## config.mk

```make
export PLATFORM = sky130hd
export DESIGN_NAME = text_escape_encoder
export DESIGN_NICKNAME = d
export VERILOG_FILES = /design/src/sv/txtesc_pkg.sv /design/src/sv/txtesc_front.sv /design/src/sv/txtesc_queue.sv /design/src/sv/txtesc_back.sv /design/src/sv/text_escape_encoder.sv
export SDC_FILE = /design/constraint.sdc
export NUM_CORES = 1
export LEC_CHECK = 0
export ABC_CLOCK_PERIOD_IN_PS = 8000
export BUFFER_PORTS_ARGS = -buffer_cell sky130_fd_sc_hd__buf_2
export CORE_ASPECT_RATIO = 0.7
export CORE_MARGIN = 2
export CORE_UTILIZATION = 59
export DETAILED_ROUTE_END_ITERATION = 12
export PLACE_DENSITY = 0.88
export SETUP_SLACK_MARGIN = 0.3
export SYNTH_ARGS = -nofsm -noshare
export SYNTH_HDL_FRONTEND = slang
export SYNTH_SLANG_ARGS = --single-unit
```

## constraint.sdc

```tcl
create_clock -name clk -period 8 [get_ports clk]
set_clock_uncertainty 0.05 [all_clocks]
set_input_delay 2.4 -clock clk [delete_from_list [all_inputs] [get_ports clk]]
set_output_delay 2.4 -clock clk [all_outputs]
set_load 0.01 [all_outputs]
```

## src/sv/txtesc_pkg.sv

```systemverilog
// ----------------------------------------------------------------------------
// txtesc_pkg
// Shared types, register map and escape tables of the text escape encoder.
// ----------------------------------------------------------------------------
package txtesc_pkg;

  // escape_mode register encoding
  typedef enum logic [1:0] {
    MODE_PLAIN = 2'd0,
    MODE_JSON  = 2'd1,
    MODE_URL   = 2'd2,
    MODE_XML   = 2'd3
  } mode_t;

  // register map
  localparam int          PADDR_W          = 3;
  localparam logic [2:0]  ADDR_ESCAPE_MODE = 3'd0;

  // kind of run that one text byte turns into
  typedef enum logic [1:0] {
    SEQ_PASS = 2'd0,
    SEQ_JSON = 2'd1,
    SEQ_URL  = 2'd2,
    SEQ_XML  = 2'd3
  } seq_t;

  // classified byte, as it travels from front to back
  typedef struct packed {
    seq_t       seq;
    logic [7:0] data;
  } desc_t;

  // descriptor queue between front and back
  localparam int QUEUE_DEPTH = 4;
  localparam int QPTR_W      = $clog2(QUEUE_DEPTH);

  // run position, enough for the longest run of six bytes
  localparam int IDX_W = 3;

  // character codes
  localparam logic [7:0] CH_QUOTE = 8'h22;
  localparam logic [7:0] CH_APOS  = 8'h27;
  localparam logic [7:0] CH_AMP   = 8'h26;
  localparam logic [7:0] CH_LT    = 8'h3C;
  localparam logic [7:0] CH_GT    = 8'h3E;
  localparam logic [7:0] CH_BSL   = 8'h5C;
  localparam logic [7:0] CH_TAB   = 8'h09;
  localparam logic [7:0] CH_CR    = 8'h0D;
  localparam logic [7:0] CH_LF    = 8'h0A;
  localparam logic [7:0] CH_PCT   = 8'h25;

  // entities, left aligned in six bytes
  localparam logic [47:0] ENT_QUOT = "&quot;";
  localparam logic [47:0] ENT_APOS = "&apos;";
  localparam logic [47:0] ENT_AMP  = {"&amp;", 8'h00};
  localparam logic [47:0] ENT_LT   = {"&lt;", 16'h0000};
  localparam logic [47:0] ENT_GT   = {"&gt;", 16'h0000};

  // bytes that url escaping leaves alone
  function automatic logic url_keeps(input logic [7:0] b);
    logic keep;
    keep = 1'b0;
    if (b >= "a" && b <= "z") keep = 1'b1;
    if (b >= "A" && b <= "Z") keep = 1'b1;
    if (b >= "0" && b <= "9") keep = 1'b1;
    if (b == "-" || b == "_" || b == "." || b == "~") keep = 1'b1;
    return keep;
  endfunction

  // pick the run kind for one byte under the current mode
  function automatic seq_t classify(input mode_t mode, input logic [7:0] b);
    seq_t s;
    s = SEQ_PASS;
    case (mode)
      MODE_JSON: begin
        if (b inside {CH_QUOTE, CH_BSL, CH_TAB, CH_CR, CH_LF}) s = SEQ_JSON;
      end
      MODE_URL: begin
        if (!url_keeps(b)) s = SEQ_URL;
      end
      MODE_XML: begin
        if (b inside {CH_QUOTE, CH_APOS, CH_AMP, CH_LT, CH_GT}) s = SEQ_XML;
      end
      default: s = SEQ_PASS;
    endcase
    return s;
  endfunction

  // entity text for an xml escaped byte
  function automatic logic [47:0] xml_entity(input logic [7:0] b);
    logic [47:0] e;
    case (b)
      CH_QUOTE: e = ENT_QUOT;
      CH_APOS:  e = ENT_APOS;
      CH_AMP:   e = ENT_AMP;
      CH_LT:    e = ENT_LT;
      default:  e = ENT_GT;
    endcase
    return e;
  endfunction

  // number of bytes in a run
  function automatic logic [IDX_W-1:0] seq_len(input desc_t d);
    logic [IDX_W-1:0] n;
    case (d.seq)
      SEQ_JSON: n = 3'd2;
      SEQ_URL:  n = 3'd3;
      SEQ_XML: begin
        case (d.data)
          CH_QUOTE, CH_APOS: n = 3'd6;
          CH_AMP:            n = 3'd5;
          default:           n = 3'd4;
        endcase
      end
      default:  n = 3'd1;
    endcase
    return n;
  endfunction

  // uppercase hex digit
  function automatic logic [7:0] hex_char(input logic [3:0] d);
    logic [7:0] c;
    if (d < 4'd10) c = {4'h0, d} + 8'h30;
    else           c = {4'h0, d} + 8'h37;
    return c;
  endfunction

  // one byte out of a six byte string
  function automatic logic [7:0] pick6(input logic [47:0] s, input logic [IDX_W-1:0] i);
    logic [7:0] c;
    case (i)
      3'd0:    c = s[47:40];
      3'd1:    c = s[39:32];
      3'd2:    c = s[31:24];
      3'd3:    c = s[23:16];
      3'd4:    c = s[15:8];
      default: c = s[7:0];
    endcase
    return c;
  endfunction

  // byte at a given position of a run
  function automatic logic [7:0] seq_char(input desc_t d, input logic [IDX_W-1:0] i);
    logic [7:0] c;
    case (d.seq)
      SEQ_JSON: begin
        if (i == 3'd0) begin
          c = CH_BSL;
        end else begin
          case (d.data)
            CH_TAB:  c = "t";
            CH_CR:   c = "r";
            CH_LF:   c = "n";
            default: c = d.data;
          endcase
        end
      end
      SEQ_URL: begin
        case (i)
          3'd0:    c = CH_PCT;
          3'd1:    c = hex_char(d.data[7:4]);
          default: c = hex_char(d.data[3:0]);
        endcase
      end
      SEQ_XML:  c = pick6(xml_entity(d.data), i);
      default:  c = d.data;
    endcase
    return c;
  endfunction

endpackage

```

## src/sv/txtesc_front.sv

```systemverilog
// ----------------------------------------------------------------------------
// txtesc_front
// Accepts text bytes and classifies each into the kind of run it expands to.
// ----------------------------------------------------------------------------
module txtesc_front (
  input  txtesc_pkg::mode_t mode,
  input  logic [7:0]        in_byte,
  input  logic              push,
  input  logic              q_full,
  output logic              q_wr,
  output txtesc_pkg::desc_t q_wr_desc
);
  import txtesc_pkg::*;

  // transfer a pushed byte into the queue whenever there is room
  assign q_wr = push && !q_full;

  // classify under the current mode
  always_comb begin
    q_wr_desc.seq  = classify(mode, in_byte);
    q_wr_desc.data = in_byte;
  end

endmodule

```

## src/sv/txtesc_queue.sv

```systemverilog
// ----------------------------------------------------------------------------
// txtesc_queue
// Short descriptor queue between the classifying front and the emitting back.
// ----------------------------------------------------------------------------
module txtesc_queue (
  input  logic              clk,
  input  logic              rst,
  input  logic              wr,
  input  txtesc_pkg::desc_t wr_desc,
  output logic              full,
  input  logic              rd,
  output logic              valid,
  output txtesc_pkg::desc_t rd_desc
);
  import txtesc_pkg::*;

  desc_t             entries [QUEUE_DEPTH];
  logic [QPTR_W-1:0] wr_ptr;
  logic [QPTR_W-1:0] rd_ptr;
  logic [QPTR_W:0]   count;

  assign full    = (count == (QPTR_W+1)'(QUEUE_DEPTH));
  assign valid   = (count != '0);
  assign rd_desc = entries[rd_ptr];

  // storage
  always_ff @(posedge clk) begin
    if (wr) begin
      entries[wr_ptr] <= wr_desc;
    end
  end

  // pointers and fill level
  always_ff @(posedge clk) begin
    if (rst) begin
      wr_ptr <= '0;
      rd_ptr <= '0;
      count  <= '0;
    end else begin
      if (wr) wr_ptr <= wr_ptr + 1'b1;
      if (rd) rd_ptr <= rd_ptr + 1'b1;
      case ({wr, rd})
        2'b10:   count <= count + 1'b1;
        2'b01:   count <= count - 1'b1;
        default: count <= count;
      endcase
    end
  end

endmodule

```

## src/sv/txtesc_back.sv

```systemverilog
// ----------------------------------------------------------------------------
// txtesc_back
// Walks each queued run one byte a cycle, while the output is popped or empty, into a registered output stage.
// ----------------------------------------------------------------------------
module txtesc_back (
  input  logic              clk,
  input  logic              rst,
  input  logic              q_valid,
  input  txtesc_pkg::desc_t q_desc,
  output logic              q_rd,
  output logic [7:0]        out_byte,
  output logic              last_of_run,
  output logic              empty,
  input  logic              pop
);
  import txtesc_pkg::*;

  logic [IDX_W-1:0] idx;
  logic             out_valid;
  logic             load;
  logic             at_end;

  assign empty  = !out_valid;
  assign load   = q_valid && (!out_valid || pop);
  assign at_end = (idx == seq_len(q_desc) - 1'b1);
  assign q_rd   = load && at_end;

  // run position and output valid
  always_ff @(posedge clk) begin
    if (rst) begin
      idx       <= '0;
      out_valid <= 1'b0;
    end else begin
      if (load) begin
        idx       <= at_end ? '0 : idx + 1'b1;
        out_valid <= 1'b1;
      end else if (pop) begin
        out_valid <= 1'b0;
      end
    end
  end

  // output payload
  always_ff @(posedge clk) begin
    if (load) begin
      out_byte    <= seq_char(q_desc, idx);
      last_of_run <= at_end;
    end
  end

endmodule

```

## src/sv/text_escape_encoder.sv

```systemverilog
// ----------------------------------------------------------------------------
// text_escape_encoder
// Escapes a byte stream as plain, JSON, URL percent or XML entity text.
// ----------------------------------------------------------------------------
// path: a transferred byte is written into the queue, and its first output
//   byte is registered in the output stage when that stage is free or popped
// throughput: one output byte per cycle while the output is popped or empty,
//   set by the back end's run walker; a run is 1 to 6 bytes long
// reset: synchronous; escape_mode returns to plain, queue and output empty
module text_escape_encoder (
  input  logic                          clk,
  input  logic                          rst,
  input  logic                          psel,
  input  logic                          penable,
  input  logic                          pwrite,
  input  logic [txtesc_pkg::PADDR_W-1:0] paddr,
  input  logic [31:0]                   pwdata,
  output logic [31:0]                   prdata,
  output logic                          pready,
  input  logic [7:0]                    in_byte,
  input  logic                          push,
  output logic                          full,
  output logic [7:0]                    out_byte,
  output logic                          last_of_run,
  output logic                          empty,
  input  logic                          pop
);
  import txtesc_pkg::*;

  mode_t escape_mode;
  logic  q_wr;
  logic  q_rd;
  logic  q_full;
  logic  q_valid;
  desc_t q_wr_desc;
  desc_t q_rd_desc;

  // register port
  assign pready = 1'b1;

  always_ff @(posedge clk) begin
    if (rst) begin
      escape_mode <= MODE_PLAIN;
    end else if (psel && penable && pwrite && paddr == ADDR_ESCAPE_MODE) begin
      escape_mode <= mode_t'(pwdata[1:0]);
    end
  end

  always_comb begin
    prdata = '0;
    if (paddr == ADDR_ESCAPE_MODE) prdata = {30'd0, escape_mode};
  end

  assign full = q_full;

  // front: accept and classify
  txtesc_front u_front (
    .mode      (escape_mode),
    .in_byte   (in_byte),
    .push      (push),
    .q_full    (q_full),
    .q_wr      (q_wr),
    .q_wr_desc (q_wr_desc)
  );

  // queue between the two halves
  txtesc_queue u_queue (
    .clk     (clk),
    .rst     (rst),
    .wr      (q_wr),
    .wr_desc (q_wr_desc),
    .full    (q_full),
    .rd      (q_rd),
    .valid   (q_valid),
    .rd_desc (q_rd_desc)
  );

  // back: expand runs onto the output
  txtesc_back u_back (
    .clk         (clk),
    .rst         (rst),
    .q_valid     (q_valid),
    .q_desc      (q_rd_desc),
    .q_rd        (q_rd),
    .out_byte    (out_byte),
    .last_of_run (last_of_run),
    .empty       (empty),
    .pop         (pop)
  );

endmodule
```

# Word level (Yosys, flattened, before mapping)
# Memories as Yosys holds them, arrays and structs flattened. A register that Yosys moved wholly into a read port is not among the register bits.
# Index checks and enable logic that the tools add are counted.
# W data, S select, Z words.
[op_classes] n_addsub=10 muxes=28 n_eq_ne=34 magnitude_cmp=8 n_reduce_logical=23
[op_table] cell="$pmux W37 S4" n=1
[op_table] cell="$eq A8 B6 Y1 const B" n=11
[op_table] cell="$eq A8 B4 Y1 const B" n=6
[op_table] cell="$pmux W8 S3" n=2
[op_table] cell="$pmux W8 S5" n=1
[op_table] cell="$add A4 B6 Y7 const B" n=4
[op_table] cell="$eq A8 B7 Y1 const B" n=3
[op_table] cell="$mux W8" n=3
[op_table] cell="$ge A8 B7 Y1 const B" n=2
[op_table] cell="$le A8 B7 Y1 const B" n=2
[op_table] cell="$pmux W8 S2" n=1
[op_table] cell="$eq A2 B2 Y1 const B" n=5
[op_table] cell="$mux W1" n=10
[op_table] cell="$mux W2" n=5
[op_table] cell="$reduce_bool A5 Y1" n=2
[op_table] cell="$logic_and A1 B1 Y1" n=9
[op_table] cell="$pmux W3 S3" n=1
[op_table] cell="$ge A8 B6 Y1 const B" n=1
[op_table] cell="$le A8 B6 Y1 const B" n=1
[op_table] cell="$lt A4 B4 Y1 const B" n=2
[op_table] cell="$add A3 B1 Y3 const B" n=2
[op_table] cell="$eq A2 B1 Y1 const B" n=3
[op_table] cell="$eq A3 B2 Y1 const B" n=2
[op_table] cell="$eq A3 B3 Y1 const B" n=2
[op_table] cell="other kinds (14)" n=22
[totals] regBits=22 word_cells=112 out_inout_bits=44 mem_count=1 inputBits=50 ram_bits=40
[memory_table] name="u_queue.entries" words=4 width=10 rd=1 rd_clocked_by_memory_dff=1 write_ports=1 line_no="txtesc_queue.sv:17" rtl="desc_t entries [QUEUE_DEPTH];"

# Longest topological paths before layout
# Gate-level depths: netlist (run 1).
[logic_depth] word_depth=9 ltp_mapped=23 depth_no_buf=20

# Hierarchy
# Synthesis (run 1) repeated with hierarchy kept, for this count alone.
[hier_totals] cells_unflattened=399 area_unflattened_um2=4154.0
[modules_own_cells] module="txtesc_queue" cells_per_inst=99 seq_area_each_um2=1381.3 area_each_um2=1878.1 n_inst=1
[modules_own_cells] module="txtesc_back" cells_per_inst=204 seq_area_each_um2=350.3 area_each_um2=1569.0 n_inst=1
[modules_own_cells] module="text_escape_encoder" cells_per_inst=45 seq_area_each_um2=40.0 area_each_um2=361.6 n_inst=1
[modules_own_cells] module="txtesc_front" cells_per_inst=51 seq_area_each_um2=0.0 area_each_um2=345.3 n_inst=1

# Worst setup path before layout (run 1)
# OpenSTA, ideal clock, no wires.
[synth_path] path_kind="input to output" startpoint="input port paddr[1] in the netlist's numbering" endpoint="output port prdata[0]" path_buffers=0 stages=2 path_slack_ns=2.748 t_arrival_ns=2.802 required_time_ns=5.550 path_cell_list="nor3_1 > and2_1"
[synth_between] elab_chain_cells=2
[synth_lines] item="start: declaration" line_no="text_escape_encoder.sv:16" rtl="input logic [txtesc_pkg::PADDR_W-1:0] paddr,"
[synth_lines] item="$logic_not A3 Y1" line_no="text_escape_encoder.sv:51" rtl="if (paddr == ADDR_ESCAPE_MODE) prdata = {30'd0, escape_mode};"
[synth_lines] item="$mux W2" line_no="text_escape_encoder.sv:51"
[synth_lines] item="end: declaration" line_no="text_escape_encoder.sv:18" rtl="output logic [31:0] prdata,"
# Every way passes these cells.

==> results of run 1 <==
==> worst max-delay path, delay by kind of cell, from the launching register on <==
family                     cells  cell delay, ns
AOI/OAI and AO/OA              5            1.53
xor gates and xnor gates       2            0.40
adders and majority gates      4            1.39
buffers and inverters          2            0.21
DFF                            1            0.79
muxes                          1            0.51
and+or+nand+nor                6            0.99
==> power breakdown <==
| part | internal, mW | switching, mW |
|---|---|---|
| Combinational | 0.245 | 0.449 |
| Clock | 0.130 | 0.130 |
| Sequential | 0.442 | 0.0295 |
| Total | 0.817 | 0.608 |
==> registers in the layout, summed over array words and instances (netlist names), named ones only <==
| name | flops |
|---|---|
| escape_mode | 2 |
| u_queue.wr_ptr | 2 |
| u_back.out_byte | 8 |
| u_queue.rd_ptr | 2 |
| u_back.last_of_run | 1 |
| u_back.idx | 3 |
| u_back.out_valid | 1 |
| u_queue.count | 3 |
| u_queue.entries | 40 |
==> kinds of logic (layout without fill, tap and decap cells) <==
kind of cell | Yosys count | after routing | share of synthesized area, %
flops | 64 | 64 | 41.43
fa+ha+maj | 20 | 20 | 6.027
buf+inv | 69 | 74 | 9.157
mux | 23 | 23 | 8.250
other cells | 2 | 31 | 0.1756
compound gates | 96 | 96 | 15.74
xor+xnor | 9 | 9 | 1.843
simple gates | 135 | 135 | 17.38
==> synth_stat cells, types with 5 or more instances <==
library cell / n / area [µm²]
edfxtp_1: 49 / 1471
nand2_1: 32 / 120.1
nor2_1: 32 / 120.1
buf_4: 31 / 232.7
inv_1: 23 / 86.33
ha_1: 19 / 237.7
a21oi_1: 18 / 90.09
o21ai_0: 18 / 90.09
dfxtp_1: 15 / 300.3
a31oi_1: 11 / 68.82
and2_1: 10 / 62.56
mux4_2: 9 / 202.7
nand4_1: 8 / 50.05
nor2b_1: 8 / 50.05
nor3_1: 8 / 40.04
buf_2: 7 / 35.03
clkbuf_1: 7 / 26.28
a21o_1: 6 / 45.04
mux2_2: 6 / 67.56
mux2i_1: 6 / 60.06
nand3_1: 6 / 30.03
or3_1: 5 / 31.28
xor2_1: 5 / 43.79
==> routing by layer <==
metal | share of wire [%] | up-vias | wire (µm) | global-route usage (%)
met5 | 0 | - | 0 | 0
met4 | 1.1 | 0 | 110 | 8.041
met3 | 9.3 | 12 | 912 | 6.926
met2 | 46 | 190 | 4498 | 41.58
met1 | 44 | 1589 | 4301 | 37.91
li1 | - | 1549 | - | -
==> metrics by stage <==
stage	setup slack, ns	util [%]	hold WS, ns	total power [mW]
2_1_floorplan	2.748	-	0.3955	0.9947
3_3_place_gp	2.306	63.65	0.4052	1.141
3_5_place_dp	2.187	63.65	0.4190	1.158
4_1_cts	2.157	66.29	0.4293	1.416
5_1_grt	1.662	66.29	0.4774	1.516
6_report	2.042	66.29	0.4354	1.426
==> area by class of cell <==
cell class | count | area share [%]
clock buffer | 12 | 3.401
clock inverter | 4 | 0.5760
inverter | 23 | 1.892
multi-input combinational | 314 | 48.71
sequential | 64 | 38.84
tap | 94 | 2.578
timing repair buffer | 35 | 4.004
==> final timing paths <==
check | start | endpoint | slack, ns | cells after the start
min | u_back.out_valid | u_back.out_valid | 0.44 | 2
max | flop | u_queue.count[2] | 2.04 | 20
max reg2reg | flop | u_queue.count[2] | 2.04 | 20
min reg2reg | u_back.out_valid | u_back.out_valid | 0.44 | 2
==> reports/metrics.csv, run 1 <==
stage;metric;value;unit
status;outcome;completed;
setup_path;CP max stage cell;dfxtp_1;
cells_and_area;synth-to-layout area growth;6.671;%
yosys;Mapped Cells;418;
yosys;Post-Syn Area;4277;µm²
yosys;Avg Cell Area, Syn;10.23;µm²
flow_run;total of max-cap violations;0;
placed_design;IO buf count;32;
die;num rows;25;
clocking;TritonCTS clock tree;yes;
setup_path;cells along the critical path;mux4_2, inv_1, ha_1, nand2b_1, o22ai_1, nor2_1, nor2_1, o21ai_0, ha_1, xor2_1, and2_1, nand4_1, o21a_1, a211oi_4, ha_1, inv_1, fa_1, xor2_1, or3_1, a21oi_1;
placed_design;final HPWL from detailed placement;7162;µm
min_path;worst hold-check path type;flop to flop;
power;PwrDens;312.5;nW/µm²
placed_design;placed insts;530;
placed_design;placer congestion estimate;0.9835;
route;post-route ant nets;0;
timing;RSZ-0062 raised after global routing;false;
timing;FMAX;167.8;MHz
yosys;Post-synth top flop;edfxtp_1;
grt;pin count of the biggest net entering global routing;20;
timing;final-report hold violation count;0;
clocking;clk buf depth;2;
route;Routed WL;9823;µm
cells_and_area;area taken by multi-input logic gates;2222;µm²
route;drt pass-1 iters;5;
timing;Tightest Pin Transition;0.7654;ns
die;Die W;105.8;µm
route;DRC;0;
clocking;post-CTS sizing;0;
die;io pins;94;
die;Die H;75.23;µm
clocking;CTS root buf;clkbuf_8;
cells_and_area;most common cell after layout, fill and taps aside;edfxtp_1;
setup_path;CP Max Fanout;15;
setup_path;most frequent cell on the critical path;ha_1;
clocking;Post-CTS Repair Setup Buffers;0;
clocking;Num CTS Buffers;9;
yosys;Synth Register Bits;64;
clocking;clock-pin slew on the worst setup and hold paths;0.08;ns
grt;GRT Resource Usage Total;26.84;%
cells_and_area;share of cells above drive strength 1;16.15;%
grt;antenna violations before repair;0;
yosys;Post-synth EDFFs;49;
timing;min Tclk post-route;5.958;ns
clocking;clock sink count;64;
die;Core ar.;6882;µm²
route;WL per Instance;17.99;µm
timing;number of endpoints failing setup at the final stage;0;
setup_path;Worst Setup End Kind;flop;
yosys;warnings from Yosys;0;
power;leakage power;1.733;nW
cells_and_area;FILL cells;533;
setup_path;slowest stage delay, CP;0.79;ns
die;starting density of the core;62.15;%
setup_path;startpoint type of the worst setup path;flop;
timing;Max-slew headroom;48.97;%
timing;post-route setup TNS;0;ns
placed_design;Cell Area, Placed;4380;µm²
yosys;Post-synth ARST share;0;%
yosys;Yosys cell types;65;
grt;first-pass GRT wire length;16160;µm
grt;vias in the first global route;3136;
cells_and_area;design area;4562;µm²
cells_and_area;final-stage net count;517;
setup_path;CP Data Required Time;8.24;ns
power;Max rail drop VDD;0.0002297;V
clocking;Worst-Skew Late Latency;0.35;ns
die;die area;7956;µm²
route;Initial DRC Count;386;
cells_and_area;Cell Count, Final, Fillers Out;546;
route;total number of vias;3340;
cells_and_area;diodes inserted;0;
setup_path;Arrival @ worst endpoint;6.19;ns
yosys;post-synthesis sequential area ratio;41.43;%
setup_path;CP Class;flop to flop;
route;vias per inst;6.117;
cells_and_area;Register Area;1772;µm²
cells_and_area;commonest non-fill, non-tap cells in the layout;edfxtp_1, nor2_1, nand2_1, buf_2, conb_1;
grt;total gr overflow;0;
timing;period utilization;74.47;%
clocking;Hold Buf Count CTS;0;
timing;Final Slew Violations;0;
clocking;H-tree depth;3;
No activity file was read; power rests on OpenSTA's default activity.
==> inputs of run 2 (changes only) <==
- ABC_CLOCK_PERIOD_IN_PS: 8000 -> 5000
- CORE_UTILIZATION: 59 -> 50
- PLACE_DENSITY: 0.88 -> 0.79
- clock period: 8 -> 5 ns (I/O delays scaled with it)
==> reports/metrics.csv, run 2 (same netlist as run 1, synthesis figures left out) <==
stage;metric;value;unit;change
timing;Max-slew headroom;42.37;%;-6.6 points
die;io pins;94;;unchanged
grt;antenna violations before repair;0;;unchanged
die;die area;9321;µm²;+17%
timing;post-route setup TNS;0;ns;unchanged
grt;vias in the first global route;3219;;+2.6%
route;Routed WL;9989;µm;+1.7%
clocking;Hold Buf Count CTS;0;;unchanged
cells_and_area;Biggest register;u_queue.entries;;
die;Die W;114.5;µm;+8.3%
timing;min Tclk post-route;4.532;ns;-1.425 ns
cells_and_area;commonest non-fill, non-tap cells in the layout;edfxtp_1, buf_2, nor2_1, conb_1, buf_4;;
status;outcome;completed;;
grt;pin count of the biggest net entering global routing;18;;-10%
cells_and_area;max reg flops;40;;unchanged
cells_and_area;share of cells above drive strength 1;24.90;%;+8.7 points
clocking;clk buf depth;2;;unchanged
route;post-route ant nets;0;;unchanged
cells_and_area;Cell Count, Final, Fillers Out;587;;+7.5%
timing;PnR worst setup slack;0.4677;ns;-1.575 ns
die;Die H;81.38;µm;+8.2%
power;PwrDens;526.5;nW/µm²;+68%
route;WL per Instance;17.02;µm;-5.4%
timing;RSZ-0062 raised after global routing;false;;
timing;period utilization;90.65;%;+16 points
route;DRC;0;;unchanged
setup_path;Worst Setup End Kind;flop;;
power;Max rail drop VDD;0.0004232;V;+84%
die;Core ar.;8373;µm²;+22%
cells_and_area;Util after Layout;59.70;%;-6.6 points
grt;GRT Resource Usage Total;22.50;%;-4.3 points
placed_design;placer congestion estimate;0.9481;;-3.6%
placed_design;DP Worst Slack;0.1736;ns;-2.013 ns
setup_path;CP Data Required Time;5.22;ns;-3.02 ns
clocking;clock-pin slew on the worst setup and hold paths;0.05;ns;-0.03 ns
cells_and_area;diodes inserted;0;;unchanged
flow_run;total of max-cap violations;0;;unchanged
route;drt pass-1 iters;5;;unchanged
cells_and_area;synth-to-layout area growth;16.88;%;
route;vias per inst;5.911;;-3.4%
setup_path;CP Max Fanout;8;;-7
min_path;worst hold-check path type;flop to flop;;
route;total number of vias;3470;;+3.9%
grt;first-pass GRT wire length;15870;µm;-1.8%
clocking;H-tree depth;3;;unchanged
setup_path;startpoint type of the worst setup path;flop;;
clocking;Worst-Skew Late Latency;0.34;ns;about the same
timing;Tightest Pin Transition;0.8627;ns;+0.09731 ns
clocking;CTS root buf;clkbuf_16;;
clocking;TritonCTS clock tree;yes;;
power;leakage power;1.913;nW;+10%
power;Pwr Total;2.632;mW;+85%
placed_design;final HPWL from detailed placement;7094;µm;-0.95%
setup_path;CP Class;flop to flop;;
timing;hold slack;0.4387;ns;+0.003260 ns
placed_design;placed insts;553;;+4.3%
setup_path;Arrival @ worst endpoint;4.75;ns;-1.44 ns
timing;final-report hold violation count;0;;unchanged
route;Initial DRC Count;348;;-9.8%
timing;FMAX;220.6;MHz;+31%
timing;Final Slew Violations;0;;unchanged
die;starting density of the core;51.08;%;-11 points
cells_and_area;biggest regs;u_queue.entries (40), u_back.out_byte (8);;
die;num rows;28;;+12%
timing;number of endpoints failing setup at the final stage;0;;unchanged
cells_and_area;design area;4999;µm²;+9.6%
placed_design;IO buf count;32;;unchanged
cells_and_area;most common cell after layout, fill and taps aside;edfxtp_1;;
clocking;Num CTS Buffers;9;;unchanged
grt;total gr overflow;0;;unchanged
clocking;clock sink count;64;;unchanged
cells_and_area;final-stage net count;547;;+5.8%
placed_design;Cell Area, Placed;4528;µm²;+3.4%
run 2: cell types whose count changed in the layout (fill, tap and decap cells not counted), moves of 3 or more:
cell,previous run,this run
buf_4,3,31
clkbuf_16,0,9
clkbuf_8,11,0
ha_4,0,3
ha_1,19,14
run 2: area by class of cell:
type                       count  area (µm²)
tap                          105       131.4
timing repair buffer          65       424.2
fill                         675        3374
multi-input combinational    314        2317
clock inverter                 6       36.28
inverter                      23       86.33
sequential                    64        1774
clock buffer                  10       229.0
run 2: where the power goes:
group | total (mW) | internal (mW) | switching, mW | leakage, nW
Sequential | 0.758 | 0.710 | 0.0483 | 0.577
Clock | 0.554 | 0.331 | 0.223 | 0.124
Combinational | 1.32 | 0.535 | 0.784 | 1.21
Total | 2.63 | 1.58 | 1.06 | 1.91
run 2: critical path: stages, from the launching register on:
cell	delay [ns]
dfxtp_2	0.33
buf_12	0.12
mux4_2	0.56
inv_2	0.12
ha_4	0.14
nand2_1	0.09
o22ai_4	0.21
and3_4	0.21
a31oi_1	0.09
ha_2	0.37
xor2_2	0.18
nand4_1	0.16
o21a_1	0.26
a211oi_4	0.28
ha_2	0.22
inv_1	0.06
fa_2	0.35
xor2_1	0.16
or3_1	0.39
a21oi_2	0.12
run 2: layer usage:
metal  routed length [µm]  part of all wire (%)  track usage, %
met5                    0                     0               0
met4                  128                   1.3           6.707
met3                 1036                    10           7.910
met2                 4627                    46           34.20
met1                 4196                    42           30.46
run 2: repair_timing:
action,4_1_cts,5_1_grt
pin swaps,3,17
gates resized for setup,2,18
setup endpoints to repair,1,2
setup buffers,7,11
run 2: path summary, 6_finish.rpt:
check                   start               end  slack (ns)  depth (start not counted)
max                      flop  u_queue.count[2]        0.47                         19
min          u_back.out_valid  u_back.out_valid        0.44                          2
max reg2reg              flop  u_queue.count[2]        0.47                         19
min reg2reg  u_back.out_valid  u_back.out_valid        0.44                          2
==> inputs of run 3 (changes only) <==
- BUFFER_PORTS_ARGS: -buffer_cell sky130_fd_sc_hd__buf_2 -> not set
- CORE_UTILIZATION: 50 -> 58
- DONT_BUFFER_PORTS: not set -> 1
- PLACE_DENSITY: 0.79 -> 0.78
==> reports/metrics.csv, run 3 (same netlist as run 1, synthesis figures left out) <==
stage;metric;value;unit;change
placed_design;placed insts;516;;-6.7%
die;Die W;106.6;µm;-6.9%
grt;GRT Resource Usage Total;26.07;%;+3.6 points
cells_and_area;synth-to-layout area growth;10.15;%;
placed_design;DP Worst Slack;0.009778;ns;-0.1638 ns
route;Routed WL;10350;µm;+3.7%
timing;final-report hold violation count;0;;unchanged
route;total number of vias;3384;;-2.5%
die;num rows;26;;-7.1%
power;Max rail drop VDD;0.0004218;V;-0.33%
timing;FMAX;218.5;MHz;-0.96%
route;vias per inst;6.267;;+6.0%
clocking;CTS root buf;clkbuf_8;;
clocking;H-tree depth;3;;unchanged
cells_and_area;diodes inserted;0;;unchanged
grt;vias in the first global route;3116;;-3.2%
timing;Max-slew headroom;39.19;%;-3.2 points
die;starting density of the core;59.22;%;+8.1 points
route;DRC;0;;unchanged
clocking;TritonCTS clock tree;yes;;
timing;number of endpoints failing setup at the final stage;0;;unchanged
cells_and_area;most common cell after layout, fill and taps aside;edfxtp_1;;
min_path;worst hold-check path type;flop to flop;;
route;WL per Instance;19.17;µm;+13%
route;drt pass-1 iters;6;;+1
clocking;Worst-Skew Late Latency;0.35;ns;about the same
setup_path;Worst Setup End Kind;flop;;
power;PwrDens;518.5;nW/µm²;-1.5%
timing;post-route setup TNS;0;ns;unchanged
setup_path;Arrival @ worst endpoint;4.82;ns;+0.07 ns
timing;Final Slew Violations;0;;unchanged
cells_and_area;share of cells above drive strength 1;19.00;%;-5.9 points
setup_path;CP Class;flop to flop;;
die;die area;8087;µm²;-13%
cells_and_area;Cell Count, Final, Fillers Out;540;;-8.0%
power;leakage power;1.723;nW;-9.9%
grt;total gr overflow;0;;unchanged
cells_and_area;Biggest register;u_queue.entries;;
die;io pins;94;;unchanged
placed_design;IO buf count;0;;-100%
timing;period utilization;91.53;%;+0.88 points
flow_run;total of max-cap violations;0;;unchanged
clocking;clock sink count;64;;unchanged
die;Core ar.;7222;µm²;-14%
clocking;clk buf depth;2;;unchanged
grt;pin count of the biggest net entering global routing;18;;unchanged
timing;PnR worst setup slack;0.4237;ns;-0.04403 ns
grt;antenna violations before repair;0;;unchanged
route;post-route ant nets;0;;unchanged
setup_path;startpoint type of the worst setup path;flop;;
timing;RSZ-0062 raised after global routing;true;;
timing;min Tclk post-route;4.576;ns;+0.04403 ns
placed_design;placer congestion estimate;1.036;;+9.3%
placed_design;final HPWL from detailed placement;7413;µm;+4.5%
cells_and_area;biggest regs;u_queue.entries (40), u_back.out_byte (8);;
clocking;clock-pin slew on the worst setup and hold paths;0.08;ns;+0.03 ns
setup_path;CP Data Required Time;5.24;ns;+0.02 ns
cells_and_area;final-stage net count;507;;-7.3%
timing;Tightest Pin Transition;0.9102;ns;+0.04752 ns
setup_path;CP Max Fanout;5;;-3
cells_and_area;commonest non-fill, non-tap cells in the layout;edfxtp_1, conb_1, nor2_1, nand2_1, buf_4;;
die;Die H;75.84;µm;-6.8%
grt;first-pass GRT wire length;15900;µm;+0.21%
route;Initial DRC Count;494;;+42%
cells_and_area;max reg flops;40;;unchanged
clocking;Num CTS Buffers;9;;unchanged
status;outcome;completed;;
==> run 3: changes by cell type in the layout (fill, tap and decap cells not counted), moves of 2 or more <==
| cell | delta |
|---|---|
| buf_2 | -32 |
| clkbuf_8 | +10 |
| buf_4 | -8 |
| clkbuf_16 | -8 |
| clkinv_1 | -2 |
| dfxtp_2 | -2 |
| nor2_4 | +2 |
==> run 3: final timing paths <==
| kind | from | to | slack [ns] | cells after the start |
|---|---|---|---|---|
| setup / recovery | flop | u_queue.count[2] | 0.42 | 19 |
| hold / removal | u_back.out_valid | u_back.out_valid | 0.44 | 2 |
| setup reg to reg | flop | u_queue.count[2] | 0.42 | 19 |
| hold reg to reg | u_back.out_valid | u_back.out_valid | 0.44 | 2 |
==> run 3: critical path, stage by stage (launching register included) <==
cell and delay [ns]:
dfxtp_4 0.40, mux4_2 0.58, ha_4 0.20, and2_1 0.15
a22o_1 0.25, nor2_4 0.11, nor2_4 0.05, o21ai_2 0.18
ha_2 0.22, xor2_2 0.19, and2_1 0.16, nand4_1 0.18
o21a_1 0.27, a211oi_4 0.29, ha_2 0.23, inv_1 0.06
fa_2 0.34, xor2_1 0.16, or3_1 0.33, a21oi_2 0.12
==> run 3: per-stage QoR <==
step | utilization (%) | area, µm² | hold WS [ns] | total power [mW]
after detailed placement | 60.39 | 4362 | 0.4294 | 1.884
final | 65.23 | 4711 | 0.4395 | 2.443
after floorplan | - | 4423 | 0.3955 | 1.614
after global placement | 60.39 | 4362 | 0.3997 | 1.842
after global routing | 65.23 | 4711 | 0.4763 | 2.575
after CTS | 63.41 | 4579 | 0.4426 | 2.331
==> run 3: routing by layer <==
metal / vias to the layer above / wire, µm / track usage, % / share of wire, %
li1: 1525 / - / - / -
met1: 1632 / 4398 / 34.30 / 42
met2: 192 / 4854 / 42.75 / 47
met3: 35 / 920 / 7.442 / 8.9
met4: 0 / 180 / 8.081 / 1.7
met5: - / 0 / 0 / 0
==> run 3: cell type report <==
type	instances	area, µm²
sequential	64	1775
inverter	23	86.33
clock buffer	11	162.7
timing repair buffer	25	195.2
tap	98	122.6
fill	559	2511
clock inverter	5	36.28
multi-input combinational	314	2332
==> run 3: timing repair <==
| item | 4_1_cts | 5_1_grt |
|---|---|---|
| hold buffers | 0 | 0 |
| buffers inserted | 1 | 7 |
| endpoints found under the setup margin | 2 | 2 |
| pin swaps | 4 | 12 |
| gates cloned | 0 | 0 |
| gates resized for setup | 6 | 19 |
==> run 3: power by group <==
part           switching [mW]  internal [mW]
Clock                   0.215          0.225
Combinational           0.733          0.473
Sequential             0.0829          0.713
Total                    1.03           1.41
